==> src/rtl/core/cnpi_pkg.sv <==
`default_nettype none
// ----------------------------------------------------------------------------
// cnpi_pkg
// Shared types and constants for the cached nearest palette index block.
// ----------------------------------------------------------------------------
package cnpi_pkg;

	localparam int PaletteDepthDef = 256;
	localparam int QuantBitsDef    = 6;
	localparam int Channels        = 3;
	localparam int EpochW          = 8;
	localparam int CfgIdxW         = 2;
	localparam int CfgDataW        = 9;

	localparam logic [CfgIdxW-1:0] REG_PACKING_MODE  = 2'd0;
	localparam logic [CfgIdxW-1:0] REG_PALETTE_COUNT = 2'd1;
	localparam logic [CfgIdxW-1:0] REG_CACHE_WR_DIS  = 2'd2;

	localparam logic [1:0] PACK_MORTON  = 2'd1;
	localparam logic [1:0] PACK_HILBERT = 2'd2;

	localparam logic FUNC_PIXEL = 1'b1;

	typedef enum logic [3:0] {
		ST_IDLE,
		ST_CLEAR,
		ST_HILB,
		ST_KEY,
		ST_CRD,
		ST_CCHK,
		ST_WALK,
		ST_DRAIN,
		ST_RESULT
	} state_t;

	typedef struct packed {
		logic take;
		logic clr_step;
		logic hilb_step;
		logic key_load;
		logic cache_rd;
		logic res_hit;
		logic walk_start;
		logic walk_issue;
		logic res_miss;
		logic out_load;
	} cmd_t;

	typedef struct packed {
		logic clr_pend;
		logic clr_last;
		logic in_pixel;
		logic count_zero;
		logic hilb_done;
		logic hit;
		logic walk_last;
		logic walk_busy;
		logic out_busy;
	} status_t;

endpackage
`default_nettype wire

==> src/rtl/core/cnpi_ctrl.sv <==
`default_nettype none
// ----------------------------------------------------------------------------
// cnpi_ctrl
// Sequencer: clearing pass, key build, cache lookup, palette walk, result.
// ----------------------------------------------------------------------------
module cnpi_ctrl (
	input  wire                clk,
	input  wire                arst_n,
	input  wire                s_tvalid,
	output logic               s_tready,
	input  cnpi_pkg::status_t  status,
	output cnpi_pkg::cmd_t     cmd
);

	cnpi_pkg::state_t state_q, state_d;

	always_ff @(posedge clk or negedge arst_n) begin
		if (!arst_n) begin
			state_q <= cnpi_pkg::ST_IDLE;
		end else begin
			state_q <= state_d;
		end
	end

	always_comb begin
		state_d  = state_q;
		cmd      = '0;
		s_tready = 1'b0;
		unique case (state_q)
			cnpi_pkg::ST_IDLE: begin
				if (status.clr_pend) begin
					state_d = cnpi_pkg::ST_CLEAR;
				end else begin
					s_tready = 1'b1;
					if (s_tvalid) begin
						cmd.take = 1'b1;
						if (status.in_pixel && !status.count_zero) begin
							state_d = cnpi_pkg::ST_HILB;
						end else begin
							state_d = cnpi_pkg::ST_RESULT;
						end
					end
				end
			end
			cnpi_pkg::ST_CLEAR: begin
				cmd.clr_step = 1'b1;
				if (status.clr_last) begin
					state_d = cnpi_pkg::ST_IDLE;
				end
			end
			cnpi_pkg::ST_HILB: begin
				if (status.hilb_done) begin
					state_d = cnpi_pkg::ST_KEY;
				end else begin
					cmd.hilb_step = 1'b1;
				end
			end
			cnpi_pkg::ST_KEY: begin
				cmd.key_load = 1'b1;
				state_d      = cnpi_pkg::ST_CRD;
			end
			cnpi_pkg::ST_CRD: begin
				cmd.cache_rd = 1'b1;
				state_d      = cnpi_pkg::ST_CCHK;
			end
			cnpi_pkg::ST_CCHK: begin
				if (status.hit) begin
					cmd.res_hit = 1'b1;
					state_d     = cnpi_pkg::ST_RESULT;
				end else begin
					cmd.walk_start = 1'b1;
					state_d        = cnpi_pkg::ST_WALK;
				end
			end
			cnpi_pkg::ST_WALK: begin
				cmd.walk_issue = 1'b1;
				if (status.walk_last) begin
					state_d = cnpi_pkg::ST_DRAIN;
				end
			end
			cnpi_pkg::ST_DRAIN: begin
				// wait for the distance pipeline to settle the best index
				if (!status.walk_busy) begin
					cmd.res_miss = 1'b1;
					state_d      = cnpi_pkg::ST_RESULT;
				end
			end
			cnpi_pkg::ST_RESULT: begin
				if (!status.out_busy) begin
					cmd.out_load = 1'b1;
					state_d      = cnpi_pkg::ST_IDLE;
				end
			end
			default: begin
				state_d = cnpi_pkg::ST_IDLE;
			end
		endcase
	end

	assert property (@(posedge clk) disable iff (!arst_n)
		cmd.take |=> (state_q == cnpi_pkg::ST_HILB || state_q == cnpi_pkg::ST_RESULT))
		else $error("item taken without starting its work");
	assert property (@(posedge clk) disable iff (!arst_n)
		cmd.walk_issue |-> $past(cmd.walk_start) || $past(cmd.walk_issue))
		else $error("walk issued without a start");
	assert property (@(posedge clk) disable iff (!arst_n)
		cmd.take |-> !status.clr_pend)
		else $error("item taken while clearing is pending");

endmodule
`default_nettype wire

==> config.mk <==
export PLATFORM = sky130hd
export DESIGN_NAME = cnpi_ctrl
export DESIGN_NICKNAME = d
export VERILOG_FILES = /design/src/rtl/core/cnpi_pkg.sv /design/src/rtl/core/cnpi_ctrl.sv
export SDC_FILE = /design/constraint.sdc
export NUM_CORES = 1
export LEC_CHECK = 0
export BUFFER_PORTS_ARGS = -buffer_cell sky130_fd_sc_hd__buf_2
export CAP_MARGIN = 20
export CORE_AREA = 2 2 39 41
export DETAILED_ROUTE_END_ITERATION = 8
export DIE_AREA = 0 0 41 43
export SETUP_SLACK_MARGIN = 0.15
export SYNTH_ARGS = -nofsm -noshare
export SYNTH_HDL_FRONTEND = slang
export SYNTH_SLANG_ARGS = --single-unit
export TNS_END_PERCENT = 1
==> constraint.sdc <==
create_clock -name clk -period 1.8 [get_ports clk]
set_clock_uncertainty 0.05 [all_clocks]
set_input_delay 0.36 -clock clk [delete_from_list [all_inputs] [get_ports clk]]
set_output_delay 0.36 -clock clk [all_outputs]
set_load 0.005 [all_outputs]
Yosys cells after proc, flatten, opt, wreduce, memory -nomap -nowiden
Cells that the tools add are included.
W data, S select, Z words.
- add/sub/neg operators: 0
- multiply operators: 0
- div/mod/pow operators: 0
- order comparisons: 0
- eq/ne operators: 14
- shift operators: 0
- muxes and demuxes: 28
- bitwise logic cells: 0
- reductions and logical operators: 4
- operators with widths (operator ; count):
    $mux W4 ; 9
    $pmux W4 S9 ; 1
    $mux W1 ; 17
    $eq A4 B3 Y1 const B ; 4
    $ne A2 B2 Y1 const B ; 5
    $eq A4 B2 Y1 const B ; 2
    $reduce_and A6 Y1 ; 1
    $eq A4 B1 Y1 const B ; 1
    $eq A4 B4 Y1 const B ; 1
    $logic_not A4 Y1 ; 1
    $ne A3 B3 Y1 const B ; 1
    $mux W2 ; 1
    $logic_and A1 B1 Y1 ; 1
    $logic_not A1 Y1 ; 1
- register bits after elaboration: 4
- latch bits: 0
- RAM bits: 0
- ROM bits: 0
- output and inout port bits: 11
- word-level logic and storage cells: 47
- memories kept: 0

Longest topological paths before layout
Gate-level depths: netlist of run 1.
- word-level depth: 6
- gate-level depth with buffers: 6
- depth with buffers taken out: 5

Worst setup path before layout of run 1
Ideal clock, no wire load.
- path type: reg-to-reg
- from: register state_q[1]
- to: register state_q[0]
- library setup time: 0.125 ns
- data arrival time: 1.337 ns
- setup slack: 0.288 ns
- stages on the path, launching flop included: 6
- period minus slack after synthesis: 1.512 ns
- cells stage by stage: dfrtp_1 -> buf_6 -> nand2b_1 -> o22a_1 -> o221ai_2 -> mux2_4
- cells in the longest elaborated chain, start to end: 3
- elaborated cells between the ends (all ways): 17
- classes of those cells: eq/ne: 14; mux: 1; reduce/logical: 2
- RTL lines (what ; RTL line ; text):
    from (decl) ; cnpi_ctrl.sv:15 ; cnpi_pkg::state_t state_q, state_d;
    from (signal assigned) ; cnpi_ctrl.sv:19 ; state_q <= cnpi_pkg::ST_IDLE;
    from (signal assigned) ; cnpi_ctrl.sv:21 ; state_q <= state_d;
    $eq A4 B1 Y1 (tied with other cells) ; cnpi_ctrl.sv:29 ; unique case (state_q)
    $ne A2 B2 Y1 (no source line) / $ne A3 B3 Y1 (equally long branches) ; - ;
    $reduce_and A6 Y1 (no source line) ; - ;
Parallel ways exist; a longest one is shown, timed or not.
A chain may end at the register's enable or synchronous reset.

==> impl_metrics.py, run 1 <==
metrics = {
    "run_status": {
        "run_status": "finished clean",
    },
    "job": {
        "max-cap-violations": 0,
    },
    "power": {
        "irDropWorstVdd_mv": 0.429,
        "power.total_uw": 1030,
        "power.density_mw_per_mm2": 1510,
        "p_leak_uw": 0.000347,
    },
    "worst_setup_path": {
        "start_kind": "register",
        "crit_fanout": 7,
        "critPathArrivalTime_ps": 1300,
        "required_ps": 1390,
        "cp-end-kind": "output port",
        "path_class": "reg -> out",
    },
    "layout": {
        "drive_above_1_share_pct": 59.0,
        "max_flop_register": "state_q",
        "syn2layout_area_growth_pct": 52.7,
        "nNetsFinal": 97,
        "largest_reg_flops": 4,
        "utilization_pct": 49.3,
        "reg_top3": "state_q x4",
        "n_antenna_cell": 0,
    },
    "floorplan": {
        "coreArea_mm2": 0.00138,
        "initial_core_util_pct": 32.3,
        "io_pins": 23,
        "chipWidth_um": 41,
        "die_h_um": 43,
        "dieArea_mm2": 0.00176,
        "rows": 14,
    },
    "cts": {
        "cts.clk_slew.worst_paths_ps": 40,
        "clock-sinks": 4,
        "clock_path_buffers": 2,
        "cts_max_level": 1,
        "clock_latency_ps": 240,
        "cts_made_buffers": 3,
        "cts_tree": "built",
        "cts-root-buf": "clkbuf_4",
    },
    "routing": {
        "viasPerCell": 5.35,
        "drc": 0,
        "antenna_left": 0,
        "vias": 530,
        "drtIter0Drc": 13,
        "wirelength_mm": 1.32,
        "wl_per_cell_um": 13.3,
        "dr.pass1.iters": 4,
    },
    "timing": {
        "max_clock_freq_ghz": 0.586,
        "hold_viol": 0,
        "slew_headroom_pct": 82.6,
        "worst_pin_slew_ps": 258,
        "drv_slew": 0,
        "timing.hold.ws_ps": 408,
        "min_period_ps": 1710,
        "rsz0062_at_grt": "yes",
        "fin_tns_setup_ps": 0,
        "min_period_over_period_pct": 94.8,
        "setup_viol": 0,
    },
    "synth": {
        "synth-seq-cells": 4,
        "synth_edf_count": 0,
        "syn_inst": 52,
        "synth_nets": 64,
        "netlist_area_um2": 447,
        "avgSynthCellArea_um2": 8.59,
        "ys_warn_count": 0,
        "synth_cell_types": 28,
        "synthArstFlopShare_pct": 100,
        "seq_area_frac_synth_pct": 22.4,
        "yosys_most_used_dff": "dfrtp_1",
    },
    "global_routing": {
        "grt_util_all_layers_pct": 15.8,
        "grt_pass1_wl_mm": 1.86,
        "grt_pass1_vias": 450,
        "grt_max_degree": 9,
        "overflow": 0,
        "antenna_found_initial": 0,
    },
    "min_path": {
        "hp-class": "in -> async",
    },
    "placement": {
        "port_buffers": 22,
        "hpwlAfterDp_um": 889,
        "finalWeightedCongestion": 0.812,
    },
}
## placed cells by master, fill, tap and decap left out, types with 2 or more instances in the layout
cell and n:
buf_4 7, and2b_2 2, nand2_1 2, o21ai_0 3, and2_1 2, nand4bb_1 2, buf_2 22, a21oi_1 2
dfrtp_2 4, o22a_1 2, nor2_4 2, nor3_1 4, nand2b_1 3, nor2_1 5, clkbuf_4 3
## where the power goes
group,internal (µW),switching [µW],leakage (µW)
clock network,75.1,44.5,0.0000138
registers,138,88.7,0.0000457
logic,379,303,0.000287
## what timing repair did
item,CTS,global route
endpoints found under the setup margin,11,9
pin swaps,0,2
endpoints found under the hold margin,4,0
resized for setup,6,7
hold buffers,1,0
setup buffers,7,2
## per-stage QoR
stage,cell area [µm²],instances,setup slack [ps]
final,682,99,94.0
after global routing,682,99,52.3
after CTS,629,97,77.2
after detailed placement,538,86,128
after global placement,538,86,159
after floorplan,447,52,288
## kinds of logic after synthesis
kind of cell	share of synthesized area, %
mux	3.36
compound gates	24.4
buf+inv	10.4
flops	22.4
simple gates	39.5
## metal layers
metal | vias to the layer above | GRT usage, % | share of wire [%]
met5 | - | 0 | 0
met4 | 0 | 10.0 | 4.0
met1 | 246 | 19.4 | 43
li1 | 252 | - | -
met2 | 26 | 24.7 | 46
met3 | 6 | 1.57 | 6.8
## cell usage after synthesis (2+ instances only)
master,number,area (µm²)
o21ai_0,3,15.0
nand4bb_1,2,22.5
nor2_1,6,22.5
nand2_1,2,7.51
and2b_2,2,17.5
inv_1,2,7.51
dfrtp_1,4,100
nand2b_1,3,18.8
and2_1,2,12.5
a21oi_1,2,10.0
nor3_1,4,20.0
o22a_1,2,17.5
buf_6,3,33.8
## worst max-delay path: stages, from the launching register on
cell	delay, ps
dfrtp_2	460
buf_6	140
and2b_2	210
and3_1	150
buf_2	100
## cell type report
class | instances | area (µm²)
Inverter | 2 | 7.51
Timing Repair Buffer | 32 | 188
Tap cell | 16 | 20.0
Fill cell | 131 | 702
Sequential cell | 4 | 105
Clock buffer | 3 | 22.5
Multi-Input combinational cell | 42 | 339
## worst paths after layout
check	from	endpoint	slack, ps	cells past startpoint
min in group clk	status[8]	state_q[0]	450	3
hold reg to reg	state_q[1]	state_q[3]	690	3
setup reg to reg	state_q[1]	state_q[0]	120	5
setup / recovery	state_q[3]	cmd[4]	90	4
hold / removal	arst_n	state_q[1]	410	2
max in group asynchronous	arst_n	state_q[2]	1150	2
Power figures use the tool's default switching activity.
==> run 2, diff against run 1 <==
Settings changed: CTS_CLUSTER_SIZE set to 25.
Clock period 1.8 ns to 2 ns, I/O delays scaled along.
==> impl_metrics.py, run 2 (synthesis gave the netlist of run 1 again) <==
metrics = {
    "job": {
        "max-cap-violations": 0,
    },
    "worst_setup_path": {
        "critPathSlowestCell": "dfrtp_2",
        "crit_family": "simple AND/OR/NAND/NOR gates",
        "path_class": "reg -> out",
        "worst_r2r_path_depth": 5,
        "critPathLaunch": "state_q[0]",
        "rr_endpoint": "state_q[0]",
        "start_kind": "register",
        "crit_fanout": 7,
        "reg2reg_from": "state_q[1]",
        "crit_buf_inv": 1,
        "cp-end-kind": "output port",
        "required_ps": 1550,
        "critPathArrivalTime_ps": 1340,
        "max_stage_delay_ps": 460,
        "regToRegSetupSlack_ps": 350,
        "crit_chain": "nor2_2 -> nor4bb_2 -> buf_2",
    },
    "timing": {
        "max_clock_freq_ghz": 0.559,
        "rsz0062_at_grt": "no",
        "slew_headroom_pct": 83.8,
        "fin_tns_setup_ps": 0,
        "worst_pin_slew_ps": 240,
        "hold_viol": 0,
        "setup_viol": 0,
        "min_period_over_period_pct": 89.5,
        "min_period_ps": 1790,
        "setup_ws_ps": 210,
        "drv_slew": 0,
    },
    "cts": {
        "clock_path_buffers": 2,
        "clock-sinks": 4,
        "clock_latency_ps": 240,
        "cts_tree": "built",
        "cts-root-buf": "clkbuf_4",
        "cts_made_buffers": 3,
        "cts.clk_slew.worst_paths_ps": 40,
        "cts_max_level": 1,
    },
    "power": {
        "power.density_mw_per_mm2": 1340,
        "irDropWorstVdd_mv": 0.378,
        "p_leak_uw": 0.000320,
    },
    "placement": {
        "dp_slack_ps": 326,
        "finalWeightedCongestion": 0.739,
        "port_buffers": 22,
        "hpwlAfterDp_um": 854,
    },
    "floorplan": {
        "chipWidth_um": 41,
        "initial_core_util_pct": 32.3,
        "coreArea_mm2": 0.00138,
        "rows": 14,
        "dieArea_mm2": 0.00176,
        "io_pins": 23,
        "die_h_um": 43,
    },
    "global_routing": {
        "grt_pass1_wl_mm": 1.65,
        "grt_max_degree": 14,
        "overflow": 0,
        "grt_util_all_layers_pct": 14.6,
        "antenna_found_initial": 0,
        "grt_pass1_vias": 394,
    },
    "routing": {
        "wl_per_cell_um": 12.7,
        "antenna_left": 0,
        "vias": 524,
        "viasPerCell": 5.52,
        "drtIter0Drc": 14,
        "drc": 0,
        "dr.pass1.iters": 4,
        "wirelength_mm": 1.21,
    },
    "layout": {
        "syn2layout_area_growth_pct": 42.0,
        "nNetsFinal": 93,
        "reg_top3": "state_q x4",
        "utilization_pct": 45.8,
        "fillers": 144,
        "final_common_cell": "buf_2",
        "max_flop_register": "state_q",
        "n_antenna_cell": 0,
        "layout_common_cells": "22 x buf_2, 5 x nor2_1, 4 x nor3_1, 4 x buf_4, 4 x dfrtp_2",
        "largest_reg_flops": 4,
        "drive_above_1_share_pct": 58.2,
    },
    "min_path": {
        "hp-class": "in -> async",
    },
    "run_status": {
        "run_status": "finished clean",
    },
}
[run 2: changes by cell type in the layout (fill, tap and decap cells not counted)]
| cell | previous run | this run |
|---|---|---|
| buf_1 | 1 | 0 |
| nor2_2 | 0 | 2 |
| buf_6 | 1 | 0 |
| nand3b_4 | 1 | 0 |
| or2_4 | 1 | 0 |
| nand3b_2 | 0 | 1 |
| buf_4 | 7 | 4 |
| buf_12 | 0 | 1 |
| nor2_4 | 2 | 0 |
| nor4bb_4 | 1 | 0 |
| nor4bb_2 | 0 | 1 |
| or2_2 | 0 | 1 |
[run 2: per-stage QoR]
stage / total power, µW / hold slack [ps] / std cells / area [µm²]
after floorplan: 569 / 54.4 / 52 / 447
after global placement: 629 / 157 / 86 / 538
after detailed placement: 628 / 157 / 86 / 538
after CTS: 741 / 431 / 90 / 573
after global routing: 920 / 463 / 95 / 634
final: 852 / 430 / 95 / 634
[run 2: worst max path at each step]
stage,end,slack [ps],cells after the start
6_report,cmd[0],210,3
5_1_grt,cmd[0],140,3
4_1_cts,cmd[9],150,5
3_5_place_dp,state_q[0],330,4
3_3_place_gp,state_q[0],350,4
2_1_floorplan,state_q[0],490,5
[run 2: final cells by class]
cell class / instances / area [µm²] / share of cell area [%]
clock buffer: 3 / 22.5 / 3.55
inverter: 2 / 7.51 / 1.18
multi-input combinational: 42 / 309 / 48.7
sequential: 4 / 105 / 16.6
tap: 16 / 20.0 / 3.16
timing repair buffer: 28 / 170 / 26.8
[run 2: power breakdown]
| group | internal, µW | switching, µW | total, µW |
|---|---|---|---|
| Combinational | 309 | 237 | 546 |
| Clock | 67.3 | 35.5 | 103 |
| Sequential | 124 | 78.9 | 203 |
[run 2: worst reg2reg max path, delay by kind of cell, from the launching register on]
kind / cells / cell delay (ps)
flip-flops: 1 / 430
AO/OA/AOI/OAI: 2 / 410
AND/OR/NAND/NOR: 1 / 160
multiplexers: 1 / 320
buffers and inverters: 1 / 170
[run 2: metal layers]
metal | vias up | GRT usage (%) | wire (µm)
li1 | 247 | - | -
met4 | 0 | 10.0 | 23
met5 | - | 0 | 0
met3 | 3 | 3.14 | 108
met1 | 248 | 18.3 | 467
met2 | 26 | 20.9 | 609
[run 2: what timing repair did]
item                                   CTS  global route
endpoints found under the hold margin    4             0
gates resized for setup                  2             5
setup buffers                            0             5
hold buffers                             1             0
setup endpoints to repair                2             3
